===== src/sv/gtmc_pkg.sv =====
`timescale 1ns / 1ps
package gtmc_pkg;

    localparam int MAX_LEN_DEF  = 16384;
    localparam int ALPHABET_DEF = 26;

    localparam int GAP_KINDS  = 3;
    localparam int GAP_FIRST  = 0;
    localparam int GAP_MIDDLE = 1;
    localparam int GAP_LAST   = 2;

    localparam int ENTRY_W    = 14;
    localparam int DIST_OUT_W = 11;
    localparam int LEN_OUT_W  = 15;

    localparam logic [ENTRY_W-1:0] COUNT_MAX = {ENTRY_W{1'b1}};
    localparam logic [7:0]         CHAR_A    = 8'h41;

    typedef enum logic [1:0] {
        OP_START = 2'd0,
        OP_ADD   = 2'd1,
        OP_READ  = 2'd2
    } opcode_t;

    typedef enum logic [2:0] {
        ST_INIT_CLEAR,
        ST_CLEAR,
        ST_IDLE,
        ST_LOOKUP,
        ST_UPDATE,
        ST_EMIT
    } state_t;

    typedef struct packed {
        logic accept;
        logic start;
        logic drop;
        logic clear_step;
        logic update;
        logic emit;
    } cmd_t;

    typedef struct packed {
        logic len_full;
        logic clear_last;
        logic out_free;
    } stat_t;

endpackage


===== src/sv/gtmc_ctrl.sv =====
`timescale 1ns / 1ps
module gtmc_ctrl
    import gtmc_pkg::*;
(
    input  logic       clk,
    input  logic       rst_n,
    input  logic       in_valid,
    input  logic [1:0] opcode,
    input  stat_t      stat,
    output logic       in_ready,
    output cmd_t       cmd
);

    state_t state_reg;
    state_t state_next;

    always_ff @(posedge clk or negedge rst_n)
    begin
        if (!rst_n)
        begin
            state_reg <= ST_INIT_CLEAR;
        end
        else
        begin
            state_reg <= state_next;
        end
    end

    always_comb
    begin
        state_next = state_reg;
        cmd        = '0;
        in_ready   = 1'b0;
        case (state_reg)
            ST_INIT_CLEAR:
            begin
                cmd.clear_step = 1'b1;
                if (stat.clear_last)
                begin
                    state_next = ST_IDLE;
                end
            end
            ST_CLEAR:
            begin
                cmd.clear_step = 1'b1;
                if (stat.clear_last)
                begin
                    state_next = ST_EMIT;
                end
            end
            ST_IDLE:
            begin
                in_ready = 1'b1;
                if (in_valid)
                begin
                    cmd.accept = 1'b1;
                    case (opcode)
                        OP_START:
                        begin
                            cmd.start  = 1'b1;
                            state_next = ST_CLEAR;
                        end
                        OP_ADD:
                        begin
                            if (stat.len_full)
                            begin
                                cmd.drop   = 1'b1;
                                state_next = ST_EMIT;
                            end
                            else
                            begin
                                state_next = ST_LOOKUP;
                            end
                        end
                        OP_READ:
                        begin
                            state_next = ST_LOOKUP;
                        end
                        default:
                        begin
                            state_next = ST_EMIT;
                        end
                    endcase
                end
            end
            ST_LOOKUP:
            begin
                state_next = ST_UPDATE;
            end
            ST_UPDATE:
            begin
                cmd.update = 1'b1;
                state_next = ST_EMIT;
            end
            ST_EMIT:
            begin
                if (stat.out_free)
                begin
                    cmd.emit   = 1'b1;
                    state_next = ST_IDLE;
                end
            end
            default:
            begin
                state_next = ST_IDLE;
            end
        endcase
    end

endmodule


===== config.mk =====
export PLATFORM = sky130hd
export DESIGN_NAME = gtmc_ctrl
export DESIGN_NICKNAME = d
export VERILOG_FILES = /design/src/sv/gtmc_pkg.sv /design/src/sv/gtmc_ctrl.sv
export SDC_FILE = /design/constraint.sdc
export NUM_CORES = 1
export LEC_CHECK = 0
export BUFFER_PORTS_ARGS = -buffer_cell sky130_fd_sc_hd__buf_2
export CORE_AREA = 3 3 40 42
export CTS_CLUSTER_SIZE = 28
export DETAILED_ROUTE_END_ITERATION = 16
export DIE_AREA = 0 0 43 45
export GPL_TIMING_DRIVEN = 0
export PLACE_DENSITY_LB_ADDON = 0.25
export SYNTH_ARGS = -nofsm -noshare
export SYNTH_HDL_FRONTEND = slang
export SYNTH_SLANG_ARGS = --single-unit
export TNS_END_PERCENT = 1

===== constraint.sdc =====
create_clock -name clk -period 1.8 [get_ports clk]
set_input_delay 0.18 -clock clk [delete_from_list [all_inputs] [get_ports clk]]
set_output_delay 0.18 -clock clk [all_outputs]
set_load 0.05 [all_outputs]

==> run_results.csv, run 1 <==
group,metric,value,unit
power_and_ir_drop,power_density,1777,mW/mm2
timing,finalClockSkew,0.003020,ns
logic_synthesis,avgSynthCellArea,8.016,um2
logic_synthesis,ys_ff_latch,3,
floorplan,rows,13,
timing,max_freq,595.4,MHz
placed_design,portBuffers,14,
setup_path,cp.required,1.62,ns
clocking,cts_tree,"built",
logic_synthesis,synth_area,256.5,um2
global_route,grt_max_degree,11,
floorplan,die_h,45,um
layout,final_area,402.9,um2
global_route,grt_pass1_vias,284,
logic_synthesis,synth.distinct_cells,22,
layout,drive_gt1_share,49.02,%
timing,post-route-period-util,93.32,%
logic_synthesis,syn-num-nets,40,
clocking,cts_sinks,3,
power_and_ir_drop,ir_worst_vdd,643.2,uV
drt,drt-initial-drc-count,1,
drt,route.detailed.drc,0,
logic_synthesis,synth_sequential_area_ratio,29.27,%
placed_design,placed_cell_area,362.8,um2
setup_path,cp.arrival,1.50,ns
layout,most-common-layout-cells,"14 x buf_2, 4 x nand2_1, 4 x clkbuf_4, 3 x inv_1, 3 x o21ai_0",
global_route,grt_pass1_wl,1152,um
layout,mostFrequentLayoutCell,"buf_2",
clocking,clockBufferDepth,2,
layout,syn2layout_area_growth,57.07,%
placed_design,place.gp.congestion,0.6814,
clocking,h-tree-depth,1,
timing,tightest_slew,0.2472,ns
timing,whs,0.2674,ns
status,outcome,"finished, final reports clean",
clocking,clk_pin_slew,0.04,ns
layout,layout.nets,60,
placed_design,dp_hpwl,521.4,um
setup_path,r2r_cells,3,
clocking,numCtsBuffers,3,
job,cap_violations,0,
floorplan,boundaryPins,15,
clocking,clk_latency,0.24,ns
global_route,grt_overflow,0,
setup_path,crit_fanout,7,
setup_path,criticalPathCategory,"flop to primary output",
drt,ant_nets,0,
floorplan,start_util,19.96,%
drt,wl_per_cell,9.697,um
layout,n_fill_cell,151,
drt,vias,291,
drt,vias_per_cell,4.409,
logic_synthesis,yosysWarnings,0,
global_route,grtUsageTotal,8.333,%
timing,period_needed,1.680,ns
setup_path,end_kind,"primary output",
timing,maxSlewViolCount,0,
clocking,cts-root-buf,"clkbuf_4",
timing,hold_viol_final,0,
layout,antennaDiodeCount,0,
layout,largest_register_ffs,3,
drt,drt-total-wl,640,um
floorplan,coreArea,0.001285,mm2
power_and_ir_drop,p_leak,0.1978,nW
floorplan,die_w,43,um
timing,grt_setup_unrepaired,"no",
clocking,cts_setup_buffers,0,
logic_synthesis,syn-instance-count,32,
min_path,hold_class,"primary input to async pin",
timing,setup_viol,0,
floorplan,dieArea,0.001935,mm2
timing,relSlewSlack,83.48,%
drt,first_pass_iters,3,
global_route,grt_antenna_before_repair,0,
setup_path,crit_path_start_kind,"flop",
[cells in the mapped netlist]
library cell | n | share of area, %
o211ai_1 | 1 | 2.9
nor3b_4 | 1 | 7.3
nand2_1 | 4 | 5.9
a21oi_1 | 1 | 1.9
nor3_2 | 1 | 3.9
nor2b_1 | 1 | 2.4
nand2_2 | 1 | 2.4
or3b_1 | 1 | 3.4
a22oi_1 | 1 | 2.9
o21ai_0 | 3 | 5.9
dfrtp_1 | 3 | 29
nor3b_1 | 1 | 2.9
o21ai_2 | 1 | 3.4
o22ai_1 | 1 | 2.4
nand3_1 | 1 | 1.9
inv_1 | 3 | 4.4
buf_2 | 1 | 1.9
a31o_2 | 1 | 3.4
nand3b_1 | 1 | 2.9
o2111ai_1 | 1 | 3.4
nor3_1 | 1 | 1.9
nor2_1 | 2 | 2.9
[power by group]
part           switching (mW)  total [mW]  internal [mW]
combinational           0.294       0.438          0.143
sequential             0.0549       0.159          0.104
clock                  0.0359       0.119         0.0831
total                   0.385       0.716          0.331
[routing by layer]
| metal | global-route usage [%] | up-vias | wire (um) |
|---|---|---|---|
| met2 | 10.78 | 9 | 280 |
| met5 | 0 | - | 0 |
| met4 | 9.036 | 0 | 16 |
| met1 | 10.39 | 127 | 313 |
| met3 | 2.390 | 2 | 30 |
| li1 | - | 153 | - |
[path summary, 6_finish.rpt]
check                              from  slack [ns]           end
max in group asynchronous         rst_n        1.42  state_reg[1]
setup / recovery           state_reg[0]        0.12        cmd[3]
min in group clk                stat[1]        0.29  state_reg[1]
setup reg to reg           state_reg[0]        0.60  state_reg[1]
hold / removal                    rst_n        0.27  state_reg[1]
hold reg to reg            state_reg[1]        0.57  state_reg[0]
[metrics by stage]
stage / utilization [%] / total power [mW] / cells / TNS (ns) / setup WS, ns
2_1_floorplan: - / 0.5012 / 32 / -0.1021 / -0.07389
3_3_place_gp: 28.24 / 0.5997 / 61 / 0 / 0.2834
3_5_place_dp: 28.24 / 0.5954 / 61 / 0 / 0.3059
4_1_cts: 31.06 / 0.7195 / 66 / 0 / 0.05209
5_1_grt: 31.35 / 0.7712 / 66 / 0 / 0.01583
6_report: 31.35 / 0.7159 / 66 / 0 / 0.1203
[cells by family after synthesis]
group | count (synthesis) | synth area share (%)
DFF | 3 | 29.27
and+or+nand+nor | 15 | 38.05
buffers and inverters | 4 | 6.339
AOI/OAI and AO/OA | 10 | 26.34
[worst max-delay path: stages (launching register included)]
cell      delay [ns]
dfrtp_1         0.45
nor3b_4         0.25
nand2_2         0.15
nor3_4          0.17
clkbuf_4        0.24
[cell type report]
type | instances | area, um2 | share of cell area, %
multi-input cells | 25 | 182.7 | 45.34
inverters | 3 | 11.26 | 2.795
flip-flops and latches | 3 | 76.32 | 18.94
repair buffers | 15 | 82.58 | 20.50
plain buffers | 1 | 5.005 | 1.242
well taps | 15 | 18.77 | 4.658
clock buffers | 4 | 26.28 | 6.522
[repair_timing]
action,CTS,global route
gates resized for setup,0,2
hold endpoints to repair,3,0
hold buffers,1,0
endpoints found under the setup margin,0,1
Note: power is estimated with default switching activity, not from simulation.
==> run 2, diff against run 1 <==
Settings changed: RECOVER_POWER from default to 50, SETUP_SLACK_MARGIN from default to 0.3.
==> run_results.csv, run 2 (synthesized netlist as in run 1, its figures left out) <==
group,metric,value,unit
status,outcome,"finished, final reports clean",
clocking,cts_sinks,3,
power_and_ir_drop,p_leak,0.2150,nW
timing,whs,0.2788,ns
placed_design,dp_hpwl,521.4,um
placed_design,place.gp.congestion,0.6814,
setup_path,cpLargestDelayFamily,"simple AND/OR/NAND/NOR gates",
layout,n_fill_cell,143,
floorplan,die_w,43,um
layout,mostFrequentLayoutCell,"buf_2",
setup_path,cp_cell_sequence,"nor3b_4 > nand2_2 > nor3_4 > buf_6",
timing,max_freq,643.3,MHz
clocking,clockBufferDepth,2,
global_route,grt_overflow,0,
timing,grt_setup_unrepaired,"yes",
setup_path,cp.required,1.62,ns
drt,ant_nets,0,
global_route,grt_max_degree,11,
setup_path,criticalPathCategory,"flop to primary output",
layout,antennaDiodeCount,0,
global_route,grt_pass1_wl,1221,um
drt,route.detailed.drc,0,
floorplan,coreArea,0.001285,mm2
setup_path,crit_path_start_kind,"flop",
floorplan,die_h,45,um
clocking,numCtsBuffers,3,
floorplan,dieArea,0.001935,mm2
floorplan,start_util,19.96,%
power_and_ir_drop,power_density,1741,mW/mm2
timing,finalClockSkew,0.003183,ns
layout,most-common-layout-cells,"10 x buf_2, 5 x buf_4, 4 x nand2_1, 4 x clkbuf_4",
layout,layout.nets,64,
job,cap_violations,0,
min_path,hold_class,"primary input to async pin",
drt,vias_per_cell,4.371,
placed_design,dp.cells,61,
timing,postLayoutSetupSlackWorst,0.2456,ns
clocking,cts_tree,"built",
clocking,cts-root-buf,"clkbuf_4",
layout,multiInputGateArea,182.7,um2
timing,post-route-period-util,86.36,%
layout,drive_gt1_share,50.91,%
drt,vias,306,
timing,period_needed,1.554,ns
layout,syn2layout_area_growth,74.15,%
drt,first_pass_iters,2,
floorplan,rows,13,
setup_path,cp_slowest_cell,"dfrtp_1",
placed_design,pre_cts_ws,0.3059,ns
global_route,grt_pass1_vias,302,
clocking,clk_latency,0.24,ns
setup_path,end_kind,"primary output",
timing,tightest_slew,0.2501,ns
setup_path,cp.arrival,1.37,ns
clocking,clk_pin_slew,0.04,ns
power_and_ir_drop,ir_worst_vdd,693.7,uV
layout,largest_register_ffs,3,
clocking,h-tree-depth,1,
drt,drt-total-wl,676,um
placed_design,portBuffers,14,
floorplan,boundaryPins,15,
timing,hold_viol_final,0,
global_route,grtUsageTotal,8.833,%
setup_path,regToRegSetupSlack,0.55,ns
timing,relSlewSlack,83.29,%
setup_path,crit_buf_inv,1,
timing,setup_viol,0,
setup_path,cp_slowest_stage_delay,0.44,ns
setup_path,crit_fanout,8,
layout,final_cells,70,
global_route,grt_antenna_before_repair,0,
timing,maxSlewViolCount,0,
drt,wl_per_cell,9.657,um
layout,regArea,76.32,um2
drt,drt-initial-drc-count,1,
## run 2: cell types whose count changed in the layout (fill, tap and decap cells not counted), sizes merged
cell,change
clkbuf,+1
buf,+3
## run 2: final timing paths
path | start | to | depth (start not counted)
min in group clk | stat[0] | state_reg[0] | 4
setup reg to reg | state_reg[1] | state_reg[0] | 5
max in group asynchronous | rst_n | state_reg[0] | 2
setup / recovery | state_reg[1] | cmd[4] | 4
hold / removal | rst_n | state_reg[1] | 2
hold reg to reg | state_reg[1] | state_reg[0] | 1
## run 2: metal layers
layer  global-route usage (%)  up-vias  wire length [um]
met4                    9.036        0                16
met2                    11.68        9               294
met3                    2.390        2                36
met5                        0        -                 0
met1                    11.11      133               328
li1                         -      162                 -
## run 2: power by group
group | switching [mW] | internal (mW) | leakage [nW]
registers | 0.0456 | 0.104 | 0.0353
clock network | 0.0359 | 0.0831 | 0.0150
logic | 0.314 | 0.195 | 0.165
## run 2: area by class of cell
cell class	instances	share of cell area, %
multi-input combinational	25	40.90
timing repair buffer	19	28.29
sequential	3	17.09
clock buffer	4	5.882
tap	15	4.202
inverter	3	2.521
buffer	1	1.120
## run 2: repair_timing
item	in CTS	in global routing
setup endpoints to repair	4	6
hold buffers	1	0
pin swaps	3	1
hold endpoints to repair	3	0
gates resized for setup	6	2
buffers inserted	3	1
## run 2: worst reg2reg max path, delay by kind of cell (launching register included)
kind,cells,cell delay [ns]
AOI/OAI and AO/OA,1,0.06
buffers and inverters,2,0.27
DFF,1,0.44
and+or+nand+nor,2,0.39
## run 2: metrics by stage
step / TNS (ns) / total power [mW] / util (%) / instance area, um2
floorplan: -0.1021 / 0.5012 / - / 274.0
global placement: 0 / 0.5997 / 28.24 / 362.8
detailed placement: 0 / 0.5954 / 28.24 / 362.8
CTS: 0 / 0.7724 / 33.89 / 435.4
global route: 0 / 0.8372 / 34.76 / 446.7
finish: 0 / 0.7778 / 34.76 / 446.7
==> run 3, diff against run 2 <==
Settings changed: CORE_AREA 3 3 40 42 to 2 2 39 41, DIE_AREA 0 0 43 45 to 0 0 41 43.
==> run_results.csv, run 3 (synthesized netlist as in run 1, its figures left out) <==
group,metric,value,unit
placed_design,placed_cell_area,364.1,um2
global_route,grt_pass1_vias,302,
timing,period_needed,1.505,ns
setup_path,r2r_cells,4,
timing,finalClockSkew,0.001600,ns
floorplan,boundaryPins,15,
setup_path,cp.arrival,1.33,ns
min_path,hold_class,"primary input to async pin",
setup_path,cpLargestDelayFamily,"flip-flops",
setup_path,cp.required,1.62,ns
floorplan,start_util,18.54,%
placed_design,dp_hpwl,491.2,um
timing,tightest_slew,0.2404,ns
layout,most-common-layout-cells,"11 x buf_2, 6 x buf_4, 4 x nand2_1",
layout,syn2layout_area_growth,80.49,%
setup_path,crit_fanout,4,
setup_path,cp_slowest_cell,"dfrtp_2",
drt,vias_per_cell,4.479,
setup_path,crit_path_start_kind,"flop",
layout,largest_register_ffs,3,
clocking,clockBufferDepth,2,
clocking,clk_latency,0.23,ns
status,outcome,"finished, final reports clean",
floorplan,die_w,41,um
drt,vias,327,
timing,setup_viol,0,
power_and_ir_drop,power_density,1768,mW/mm2
drt,first_pass_iters,1,
setup_path,cp_slowest_stage_delay,0.42,ns
global_route,grt_antenna_before_repair,0,
clocking,numCtsBuffers,3,
power_and_ir_drop,p_total,0.8184,mW
timing,maxSlewViolCount,0,
timing,max_freq,664.3,MHz
floorplan,dieArea,0.001763,mm2
clocking,cts-root-buf,"clkbuf_4",
power_and_ir_drop,ir_worst_vdd,667.0,uV
layout,antennaDiodeCount,0,
layout,layout.nets,66,
drt,drt-initial-drc-count,0,
drt,ant_nets,0,
layout,final_area,462.9,um2
job,cap_violations,0,
timing,postLayoutSetupSlackWorst,0.2946,ns
setup_path,criticalPathCategory,"flop to primary output",
global_route,grt_overflow,0,
setup_path,cp_cell_sequence,"nor3b_4 > nand2_4 > inv_1 > buf_2",
layout,n_fill_cell,162,
timing,relSlewSlack,83.94,%
timing,hold_viol_final,0,
drt,drt-total-wl,719,um
clocking,h-tree-depth,1,
layout,mostFrequentLayoutCell,"buf_2",
floorplan,coreArea,0.001384,mm2
global_route,grt_pass1_wl,1131,um
timing,post-route-period-util,83.63,%
timing,tns,0,ns
clocking,cts_tree,"built",
setup_path,worst-path-stages,4,
floorplan,die_h,43,um
floorplan,rows,14,
clocking,clk_pin_slew,0.04,ns
global_route,grtUsageTotal,9.950,%
placed_design,portBuffers,14,
setup_path,crit_buf_inv,2,
placed_design,pre_cts_ws,0.2828,ns
placed_design,place.gp.congestion,0.6412,
drt,wl_per_cell,9.849,um
power_and_ir_drop,p_leak,0.2277,nW
timing,grt_setup_unrepaired,"yes",
layout,drive_gt1_share,52.63,%
clocking,cts_sinks,3,
global_route,grt_max_degree,11,
setup_path,end_kind,"primary output",
drt,route.detailed.drc,0,
run 3: layer usage:
metal / GRT usage, % / routed length [um]
met5: 0 / 0
met4: 10.00 / 14
met3: 1.571 / 30
met2: 14.06 / 376
met1: 11.61 / 297
run 3: final timing paths:
check	start	to	slack, ns
max in group asynchronous	rst_n	state_reg[0]	1.35
min	rst_n	state_reg[1]	0.28
max	state_reg[0]	cmd[5]	0.29
min reg2reg	state_reg[1]	state_reg[0]	0.63
min in group clk	stat[1]	state_reg[1]	0.31
max reg2reg	state_reg[1]	state_reg[2]	0.58
run 3: where the power goes:
part | internal [mW] | switching, mW | total [mW]
sequential | 0.107 | 0.0391 | 0.146
combinational | 0.216 | 0.336 | 0.552
clock | 0.0832 | 0.0374 | 0.121
run 3: metrics by stage:
stage	cells	hold slack, ns	util [%]
floorplan	32	-0.1156	-
global placement	62	-0.02225	26.31
detailed placement	62	-0.02291	26.31
CTS	73	0.2610	33.18
global route	73	0.2948	33.45
finish	73	0.2796	33.45
run 3: area by class of cell:
cell class,instances,area (um2),share of cell area [%]
multi-input combinational,25,187.7,40.54
timing repair buffer,21,135.1,29.19
sequential,3,77.57,16.76
clock buffer,4,26.28,5.676
tap,16,20.02,4.324
inverter,3,11.26,2.432
buffer,1,5.005,1.081
run 3: what timing repair did:
action | 4_1_cts | 5_1_grt
setup buffers | 6 | 0
hold endpoints to repair | 3 | 0
gates resized for setup | 6 | 2
pin swaps | 3 | 0
hold buffers | 1 | 0
endpoints found under the setup margin | 4 | 6
run 3: worst register-to-register path: stages (launching register included):
cell      delay [ns]
dfrtp_2         0.42
clkbuf_1        0.14
o21ai_0         0.23
a21oi_1         0.10
a31o_2          0.22
